==> src/rtl/core/hsm_pkg.sv <==
// types and constants for the module hot-swap state machine
// no dependencies; imported by module_hot_swap_state_machine
package hsm_pkg;

    // input item
    typedef struct packed {
        logic operation;
        logic handle_closed;
        logic power_good;
        logic user_ready;
        logic event_channel_ok;
    } in_item_t;

    // result item
    typedef struct packed {
        logic [2:0] fru_state;
        logic       led_red;
        logic       led_green;
        logic       led_blue;
        logic       payload_enable;
        logic [1:0] events_sent;
        logic       event_value;
        logic [1:0] sensor_code;
        logic       periodic_due;
        logic       rtm_check_due;
    } out_item_t;

    // M states, one-hot
    typedef enum logic [6:0] {
        M0 = 7'b0000001,
        M1 = 7'b0000010,
        M2 = 7'b0000100,
        M3 = 7'b0001000,
        M4 = 7'b0010000,
        M5 = 7'b0100000,
        M6 = 7'b1000000
    } mstate_t;

    // operation codes
    localparam logic OP_TICK = 1'b0;
    localparam logic OP_PASS = 1'b1;

    // sensor codes
    localparam logic [1:0] SENS_CLOSED = 2'd1;
    localparam logic [1:0] SENS_OPEN   = 2'd2;

    // register indexes
    localparam logic [1:0] REG_IN_CRATE    = 2'd0;
    localparam logic [1:0] REG_ACT_BLINK   = 2'd1;
    localparam logic [1:0] REG_DEACT_BLINK = 2'd2;
    localparam logic [1:0] REG_TICK_DIVIDE = 2'd3;

    localparam int          APB_ADDR_W        = 4;
    localparam logic        IN_CRATE_RESET    = 1'b1;
    localparam logic [3:0]  ACT_BLINK_RESET   = 4'd10;
    localparam logic [3:0]  DEACT_BLINK_RESET = 4'd2;
    localparam logic [7:0]  TICK_DIVIDE_RESET = 8'd100;

    function automatic logic [2:0] mstate_num(mstate_t s);
        logic [2:0] n;
        n = 3'd0;
        unique case (s)
            M0: n = 3'd0;
            M1: n = 3'd1;
            M2: n = 3'd2;
            M3: n = 3'd3;
            M4: n = 3'd4;
            M5: n = 3'd5;
            M6: n = 3'd6;
            default: n = 3'd0;
        endcase
        return n;
    endfunction

endpackage

==> src/rtl/core/module_hot_swap_state_machine.sv <==
// module hot-swap controller, states M0 to M6, with APB register port
// depends on hsm_pkg
//
// usage:
//   in channel: in_valid / in_ready / in_data. operation 0 is a timer tick
//   (samples the handle, advances the period divider and blink counter),
//   operation 1 is a main-loop pass (one step of the M-state machine).
//   out channel: out_valid / out_ready / out_data, one result item per item.
//   result: registered, it appears in the cycle after the item is accepted.
//   throughput: one item per clock while results are taken; all the work of an
//   item is one level of state update logic feeding the result register.
//   a stalled receiver holds the result register; a new item is still taken
//   in the cycle the held result is taken (in_ready = !out_valid | out_ready).
//   config: APB writes at byte addresses 0 in_crate, 4 act_blink,
//   8 deact_blink, 12 tick_divide; pready is always high, reads return the
//   register value. write only while the block is idle.
//   reset (rst_n low, async): state M0, LEDs and payload power off, sensor
//   open, counters cleared, registers back to 1 / 10 / 2 / 100, no result.
module module_hot_swap_state_machine (
    input  logic                        clk,
    input  logic                        rst_n,
    input  logic                        in_valid,
    output logic                        in_ready,
    input  hsm_pkg::in_item_t           in_data,
    output logic                        out_valid,
    input  logic                        out_ready,
    output hsm_pkg::out_item_t          out_data,
    input  logic                        psel,
    input  logic                        penable,
    input  logic                        pwrite,
    input  logic [hsm_pkg::APB_ADDR_W-1:0] paddr,
    input  logic [31:0]                 pwdata,
    output logic [31:0]                 prdata,
    output logic                        pready
);
    import hsm_pkg::*;

    // configuration
    logic       in_crate_reg;
    logic [3:0] act_blink_reg;
    logic [3:0] deact_blink_reg;
    logic [7:0] tick_divide_reg;
    logic       cfg_write;

    // controller state
    mstate_t    mode_reg, mode_next;
    logic       handle_now_reg, handle_now_next;
    logic       handle_rec_reg, handle_rec_next;
    logic [1:0] sensor_reg, sensor_next;
    logic [7:0] tick_count_reg, tick_count_next;
    logic [7:0] tick_inc;
    logic [3:0] blink_count_reg, blink_count_next;
    logic       blink_flag_reg, blink_flag_next;
    logic       init_done_reg, init_done_next;
    logic       pending_reg, pending_next;
    logic       red_reg, red_next;
    logic       green_reg, green_next;
    logic       blue_reg, blue_next;
    logic       power_reg, power_next;
    logic [1:0] events;
    logic       periodic;
    logic       rtm;

    out_item_t  out_reg, out_next;
    logic       out_valid_reg;
    logic       accept;

    assign pready    = 1'b1;
    assign cfg_write = psel & penable & pwrite;

    always_ff @(posedge clk or negedge rst_n)
    begin
        if (!rst_n)
        begin
            in_crate_reg    <= IN_CRATE_RESET;
            act_blink_reg   <= ACT_BLINK_RESET;
            deact_blink_reg <= DEACT_BLINK_RESET;
            tick_divide_reg <= TICK_DIVIDE_RESET;
        end
        else if (cfg_write)
        begin
            unique case (paddr[3:2])
                REG_IN_CRATE:    in_crate_reg    <= pwdata[0];
                REG_ACT_BLINK:   act_blink_reg   <= pwdata[3:0];
                REG_DEACT_BLINK: deact_blink_reg <= pwdata[3:0];
                REG_TICK_DIVIDE: tick_divide_reg <= pwdata[7:0];
                default: ;
            endcase
        end
    end

    always_comb
    begin
        prdata = 32'd0;
        unique case (paddr[3:2])
            REG_IN_CRATE:    prdata = {31'd0, in_crate_reg};
            REG_ACT_BLINK:   prdata = {28'd0, act_blink_reg};
            REG_DEACT_BLINK: prdata = {28'd0, deact_blink_reg};
            REG_TICK_DIVIDE: prdata = {24'd0, tick_divide_reg};
            default:         prdata = 32'd0;
        endcase
    end

    assign in_ready = !out_valid_reg || out_ready;
    assign accept   = in_valid && in_ready;
    assign tick_inc = tick_count_reg + 8'd1;

    always_comb
    begin
        mode_next        = mode_reg;
        handle_now_next  = handle_now_reg;
        handle_rec_next  = handle_rec_reg;
        sensor_next      = sensor_reg;
        tick_count_next  = tick_count_reg;
        blink_count_next = blink_count_reg;
        blink_flag_next  = blink_flag_reg;
        init_done_next   = init_done_reg;
        pending_next     = pending_reg;
        red_next         = red_reg;
        green_next       = green_reg;
        blue_next        = blue_reg;
        power_next       = power_reg;
        events           = 2'd0;
        periodic         = 1'b0;
        rtm              = 1'b0;

        if (in_data.operation == OP_TICK)
        begin
            handle_now_next = in_data.handle_closed;
            tick_count_next = tick_inc;
            if (tick_inc == tick_divide_reg)
            begin
                pending_next    = 1'b1;
                tick_count_next = 8'd0;
                if (blink_count_reg != 4'd0)
                begin
                    blink_count_next = blink_count_reg - 4'd1;
                    blink_flag_next  = 1'b0;
                end
                else
                begin
                    blink_flag_next = 1'b1;
                end
            end
        end
        else
        begin
            // one-time initial hot-swap event
            if (!init_done_reg && in_data.event_channel_ok)
            begin
                events         = events + 2'd1;
                init_done_next = 1'b1;
            end

            unique case (mode_reg)
                M0:
                begin
                    green_next = 1'b0;
                    if (in_crate_reg)
                        mode_next = M1;
                end
                M1:
                begin
                    red_next   = 1'b1;
                    green_next = 1'b0;
                    blue_next  = 1'b1;
                    power_next = 1'b0;
                    if (handle_now_reg || handle_rec_reg)
                    begin
                        handle_rec_next = handle_now_reg;
                        if (handle_now_reg)
                        begin
                            sensor_next      = SENS_CLOSED;
                            mode_next        = M2;
                            blink_count_next = act_blink_reg;
                        end
                        else
                        begin
                            sensor_next = SENS_OPEN;
                        end
                        events = events + 2'd1;
                    end
                end
                M2:
                begin
                    if (blink_flag_reg)
                    begin
                        blue_next        = !blue_reg;
                        blink_flag_next  = 1'b0;
                        blink_count_next = act_blink_reg;
                        events           = events + 2'd1;
                    end
                    if (in_data.power_good)
                    begin
                        power_next = 1'b1;
                        mode_next  = M3;
                    end
                    else if (handle_now_reg != handle_rec_reg)
                    begin
                        // sensor state left as is on the way back to M1
                        handle_rec_next = handle_now_reg;
                        mode_next       = M1;
                        events          = events + 2'd1;
                    end
                end
                M3, M4:
                begin
                    // M3 falls through into the M4 step
                    if (mode_reg == M3 && in_data.user_ready)
                        mode_next = M4;
                    blue_next  = 1'b0;
                    red_next   = 1'b0;
                    green_next = 1'b1;
                    if (handle_now_reg != handle_rec_reg)
                    begin
                        handle_rec_next = handle_now_reg;
                        if (handle_now_reg)
                        begin
                            sensor_next = SENS_CLOSED;
                            mode_next   = M4;
                        end
                        else
                        begin
                            sensor_next      = SENS_OPEN;
                            mode_next        = M5;
                            blink_count_next = deact_blink_reg;
                            blink_flag_next  = 1'b0;
                        end
                        events = events + 2'd1;
                    end
                    if (!in_data.power_good)
                        mode_next = M5;
                end
                M5:
                begin
                    power_next = 1'b0;
                    if (blink_flag_reg)
                    begin
                        blue_next        = !blue_reg;
                        blink_flag_next  = 1'b0;
                        blink_count_next = deact_blink_reg;
                    end
                    mode_next = M6;
                end
                M6:
                begin
                    if (blink_flag_reg)
                    begin
                        blue_next        = !blue_reg;
                        blink_flag_next  = 1'b0;
                        blink_count_next = deact_blink_reg;
                    end
                    if (!in_data.power_good)
                        mode_next = M1;
                end
                default:
                begin
                    mode_next = M0;
                end
            endcase

            periodic     = pending_reg;
            rtm          = pending_reg && (mode_next == M4);
            pending_next = 1'b0;
        end

        out_next.fru_state      = mstate_num(mode_next);
        out_next.led_red        = red_next;
        out_next.led_green      = green_next;
        out_next.led_blue       = blue_next;
        out_next.payload_enable = power_next;
        out_next.events_sent    = events;
        out_next.event_value    = (events != 2'd0) ? handle_now_next : 1'b0;
        out_next.sensor_code    = sensor_next;
        out_next.periodic_due   = periodic;
        out_next.rtm_check_due  = rtm;
    end

    always_ff @(posedge clk or negedge rst_n)
    begin
        if (!rst_n)
        begin
            mode_reg        <= M0;
            handle_now_reg  <= 1'b0;
            handle_rec_reg  <= 1'b0;
            sensor_reg      <= SENS_OPEN;
            tick_count_reg  <= 8'd0;
            blink_count_reg <= 4'd0;
            blink_flag_reg  <= 1'b0;
            init_done_reg   <= 1'b0;
            pending_reg     <= 1'b0;
            red_reg         <= 1'b0;
            green_reg       <= 1'b0;
            blue_reg        <= 1'b0;
            power_reg       <= 1'b0;
        end
        else if (accept)
        begin
            mode_reg        <= mode_next;
            handle_now_reg  <= handle_now_next;
            handle_rec_reg  <= handle_rec_next;
            sensor_reg      <= sensor_next;
            tick_count_reg  <= tick_count_next;
            blink_count_reg <= blink_count_next;
            blink_flag_reg  <= blink_flag_next;
            init_done_reg   <= init_done_next;
            pending_reg     <= pending_next;
            red_reg         <= red_next;
            green_reg       <= green_next;
            blue_reg        <= blue_next;
            power_reg       <= power_next;
        end
    end

    always_ff @(posedge clk or negedge rst_n)
    begin
        if (!rst_n)
            out_valid_reg <= 1'b0;
        else if (in_ready)
            out_valid_reg <= in_valid;
    end

    // result payload, loaded with each accepted item
    always_ff @(posedge clk)
    begin
        if (accept)
            out_reg <= out_next;
    end

    assign out_valid = out_valid_reg;
    assign out_data  = out_reg;

endmodule

==> config.mk <==
export PLATFORM = sky130hd
export DESIGN_NAME = module_hot_swap_state_machine
export DESIGN_NICKNAME = d
export VERILOG_FILES = /design/src/rtl/core/hsm_pkg.sv /design/src/rtl/core/module_hot_swap_state_machine.sv
export SDC_FILE = /design/constraint.sdc
export NUM_CORES = 1
export LEC_CHECK = 0
export BUFFER_PORTS_ARGS = -buffer_cell sky130_fd_sc_hd__buf_2
export CAP_MARGIN = 20
export CORE_MARGIN = 2
export CORE_UTILIZATION = 53
export CTS_CLUSTER_SIZE = 10
export DETAILED_ROUTE_END_ITERATION = 7
export GPL_ROUTABILITY_DRIVEN = 1
export GPL_TIMING_DRIVEN = 0
export PLACE_DENSITY_LB_ADDON = 0.15
export SLEW_MARGIN = 5
export SYNTH_ARGS = -nofsm -noshare
export SYNTH_HDL_FRONTEND = slang
export SYNTH_SLANG_ARGS = --single-unit
==> constraint.sdc <==
create_clock -name clk -period 3 [get_ports clk]
set_input_delay 0.45 -clock clk [delete_from_list [all_inputs] [get_ports clk]]
set_output_delay 0.45 -clock clk [all_outputs]
set_load 0.005 [all_outputs]
After elaboration in Yosys (flattened, before gate mapping)
Index checks and enable logic that the tools add are counted.

storage, ports and cells
  output and inout bits = 49
  bits in writable memories = 0
  input bits = 48
  bits in latches = 0
  memories kept = 0
  word-level logic and storage cells = 159
  memory bits (read-only) = 0
  register bits = 62

operators by class
  multiplexer cells = 65
  div/mod/pow operators = 0
  order comparisons = 0
  shift operators = 0
  reduce and logical (&&, ||, !) cells = 30
  multipliers = 0
  eq/ne operators = 29
  bitwise gates (word level) = 3
  $add $sub $neg = 4

operators with widths
  operator                                        number
  one-hot mux 32 bit (4 select lines)             1
  two-way mux 7 bit                               11
  one-hot mux 7 bit (6 select lines)              1
  two-way mux 4 bit                               9
  two-way mux 2 bit                               13
  == test 7 x 5 -> 1 bit (second input constant)  3
  two-way mux 1 bit                               18
  one-hot mux 3 bit (6 select lines)              1
  one-hot mux 4 bit (4 select lines)              1
  != test 3 bit (second input constant)           5
  == test 7 x 2 -> 1 bit (second input constant)  2
  == test 7 x 3 -> 1 bit (second input constant)  2
  == test 7 x 4 -> 1 bit (second input constant)  2
  == test 7 x 6 -> 1 bit (second input constant)  2
  == test 7 bit (second input constant)           2
  AND reduction 2 bit                             6
  AND reduction 10 bit                            1
  AND reduction 5 bit                             2
  adder 8 x 1 -> 8 bit (second input constant)    1
  == test 8 bit                                   1
  two-way mux 8 bit                               1
  one-hot mux 1 bit (2 select lines)              4
  OR reduction 2 bit                              4
  == test 7 x 1 -> 1 bit (second input constant)  1
  23 further kinds                                37

Depth between registers and ports, before layout
  depth in word-level cells = 14
  depth in mapped cells = 8
  mapped depth without buffers = 8

Worst setup path before layout
No wires, ideal clock.

  path kind = reg-to-reg
  start point = register handle_now_reg
  end point = register out_reg, in the netlist out_data[11], data pin
  arrival time = 2.208 ns
  buffers on the path = 0
  period minus slack after synthesis = 2.360 ns
  data required time = 2.848 ns
  slack = 0.640 ns
  cell stages (with the launch flop) = 9
  library setup time = 0.152 ns
  path through = dfrtp_1 inv_1 ha_1 nand2b_1 a21oi_1 a211oi_1 o221ai_1 or3b_2 a31oi_1

RTL lines
  item                    RTL line                              text
  from (decl)             module_hot_swap_state_machine.sv:47   logic handle_now_reg, handle_now_next;
  from (signal assigned)  module_hot_swap_state_machine.sv:300  handle_now_reg <= handle_now_next;
  to (signal assigned)    module_hot_swap_state_machine.sv:327  out_reg <= out_next;
  to (decl)               module_hot_swap_state_machine.sv:64   out_item_t out_reg, out_next;

==> results.json <==
{
  "outcome": "completed",
  "root_buffer": "clkbuf_8",
  "ys.flop_type": "dfrtp_1",
  "syn_area_per_cell_um2": 9.388,
  "grt_antenna_before_repair": 0,
  "final_common_cell": "buf_2",
  "layout-drive-gt1-share_pct": 29.01,
  "postCtsSetupRepairBufs": 0,
  "core_um2": 7647,
  "ys_seq_elements": 62,
  "ctsHoldBuffers": 0,
  "grt_pass1_wl_um": 16460,
  "num_rows": 32,
  "synth_mux_area_share_pct": 9.897,
  "area_growth_pct": 17.00,
  "skew_ns": 0.01293,
  "htreeDepth": 3,
  "clkTransAtPathRegs_ns": 0.08,
  "hold_path_class": "primary input to asynchronous set/reset pin",
  "drv_cap": 0,
  "drtIter0Drc": 222,
  "insertion_delay_ns": 0.37,
  "rr_startpoint": "handle_now_reg$_DFFE_PN0P_",
  "crit_family": "compound AO/OA/AOI/OAI gates",
  "cts_tree": "done",
  "fill_cells": 705,
  "cts_sinks": 62,
  "drv_slew": 0,
  "worst_pin_slew_ns": 0.6712,
  "p_leak_nw": 2.140,
  "gp_congestion": 0.9644,
  "timing.rr.end": "out_data[11]$_DFFE_PP_",
  "setup_viol": 0,
  "synth_cell_type_count": 73,
  "path_class": "flip-flop to flip-flop",
  "period_share_pct": 91.68,
  "synth_top_family_by_area": "simple AND/OR/NAND/NOR gates",
  "clk_path_buf_depth": 2,
  "routedWlPerCell_um": 15.81,
  "synthAdderAreaFrac_pct": 2.429,
  "rr_worst_depth": 8,
  "setup_ws_ns": 0.2496,
  "io_buffers": 45,
  "crit_path_start_kind": "flip-flop",
  "initial_utilization_pct": 53.89,
  "cp.arrival_ns": 2.95,
  "slowest_delay_ns": 0.47,
  "n_antenna_cell": 0,
  "grt_pass1_vias": 3425,
  "finalNonFillerCells": 626,
  "cp_slowest_cell": "dfrtp_2",
  "grt-ovfl-total": 0,
  "fin_util_pct": 63.06,
  "syn-cell-area_um2": 4121,
  "pre_cts_ws_ns": -0.08625,
  "dieWidth_um": 92.19,
  "post_cts_resized": 1,
  "synth-simple-area-share_pct": 18.97,
  "drt_first_pass_iters": 4,
  "crit_start": "handle_now_reg$_DFFE_PN0P_",
  "setup.worst_path.end_class": "flip-flop",
  "crit_buf_inv": 1,
  "postRouteWirelength_um": 9896,
  "grt_setup_unrepaired": "false",
  "nets": 575,
  "path_cells": "inv_1 -> ha_2 -> nand2b_1 -> a21oi_1 -> a211o_1 -> a21oi_2 -> or3b_2 -> a31oi_1",
  "ys_seq_area_share_pct": 39.62,
  "die_h_um": 92.19,
  "worst-path-max-fanout": 9,
  "total_power_w": 0.003184,
  "drc": 0,
  "synth-xor-area-share_pct": 2.763,
  "power_density_nw_per_um2": 660.3,
  "regToRegSetupSlack_ns": 0.25,
  "ir_worst_vdd_v": 0.0004936,
  "hold_viol_final": 0,
  "dieArea_um2": 8498,
  "dr_total_vias": 3557,
  "period_needed_ns": 2.750,
  "gr-usage-all-layers_pct": 24.95,
  "synth_edf_count": 14,
  "synth_compound_gate_area_share_pct": 18.15,
  "final_cell_mix": "buf_2, nand2_1, dfrtp_1, o21ai_0, mux2_2",
  "place_inst": 610,
  "crit_required_ns": 3.20,
  "async_reset_ff_share_pct": 77.42,
  "whs_ns": 0.06494,
  "numCtsBuffers": 9,
  "dpl.hpwl_um": 7262,
  "grt_max_degree": 28,
  "synth_warnings": 0,
  "drt.antenna.violating_nets": 0,
  "max_slew_margin_pct": 54.62,
  "largest_reg_flops": 14,
  "ios": 97,
  "via_per_inst": 5.682,
  "synthCells": 439,
  "max_freq_ghz": 0.3636
}
logic make-up (layout without fill, tap and decap cells):
group | count (synthesis) | in the layout
flops | 62 | 62
compound gates | 107 | 107
xor+xnor | 13 | 13
simple gates | 150 | 150
other cells | 2 | 25
fa+ha+maj | 8 | 8
mux | 36 | 36
buf+inv | 61 | 123
cell usage after synthesis (all sizes together) (3+ instances only):
cell type / number / area [um^2]
nand2: 41 / 153.9
dfrtp: 39 / 975.9
o21ai: 33 / 165.2
buf: 31 / 216.5
mux2: 28 / 315.3
nor2: 23 / 86.33
clkbuf: 19 / 71.32
nand3: 18 / 90.09
nor3: 15 / 80.08
edfxtp: 14 / 420.4
inv: 11 / 41.29
a21oi: 10 / 53.80
a31oi: 9 / 56.30
dfstp: 9 / 236.5
and3: 8 / 50.05
ha: 8 / 100.1
nand2b: 8 / 50.05
nor2b: 8 / 50.05
xnor2: 8 / 70.07
mux2i: 7 / 70.07
o31ai: 7 / 52.55
a211oi: 5 / 37.54
or3b: 5 / 43.79
xor2: 5 / 43.79
a22o: 4 / 35.03
and2: 4 / 25.02
nor4b: 4 / 35.03
o211ai: 4 / 30.03
or2: 4 / 25.02
a2111oi: 3 / 33.78
nand4: 3 / 18.77
or3: 3 / 18.77
layer usage:
metal / track usage [%] / wire, um
met1: 32.04 / 4323
met2: 40.20 / 4692
met3: 6.491 / 679
met4: 10.20 / 201
met5: 0 / 0
how the worst max path moves through the flow:
stage | end | slack, ns | cells past startpoint
floorplan | out_data[11]$_DFFE_PP_ | 0.64 | 8
CTS | out_data[11]$_DFFE_PP_ | 0.003 | 8
finish | out_data[11]$_DFFE_PP_ | 0.25 | 8
global placement | out_data[11]$_DFFE_PP_ | -0.06 | 8
global route | tick_count_reg[1]$_DFFE_PN0P_ | 0.02 | 8
detailed placement | out_data[11]$_DFFE_PP_ | -0.09 | 8
worst reg2reg max path: cells and delay by family (launching register included):
family	cells	cell delay (ns)
flip-flops	1	0.47
AO/OA/AOI/OAI	4	0.90
AND/OR/NAND/NOR	2	0.63
adder cells (fa/ha/maj)	1	0.44
buffers and inverters	1	0.14
metrics by stage:
stage / TNS [ns] / cell area (um^2)
floorplan: 0 / 4208
global placement: -0.05508 / 4561
detailed placement: -0.08625 / 4581
CTS: 0 / 4802
global route: 0 / 4822
finish: 0 / 4822
cell type report:
cell class                      instances  area, um^2  share of cell area (%)
Multi-Input combinational cell        339        2266                   46.99
Buffer                                 50       287.8                   5.968
Clock inverter                          7       96.34                   1.998
Timing Repair Buffer                   46       245.2                   5.086
Clock buffer                            9       123.9                   2.569
Inverter                               11       41.29                  0.8563
Tap cell                              102       127.6                   2.647
Sequential cell                        62        1634                   33.89
where the power goes:
| group | switching [W] | total, W | internal [W] | leakage (nW) |
|---|---|---|---|---|
| Sequential | 0.000131 | 0.00120 | 0.00107 | 0.686 |
| Clock | 0.000367 | 0.000835 | 0.000468 | 0.102 |
| Combinational | 0.000648 | 0.00115 | 0.000504 | 1.35 |
No activity file was read; power rests on OpenSTA's default activity.
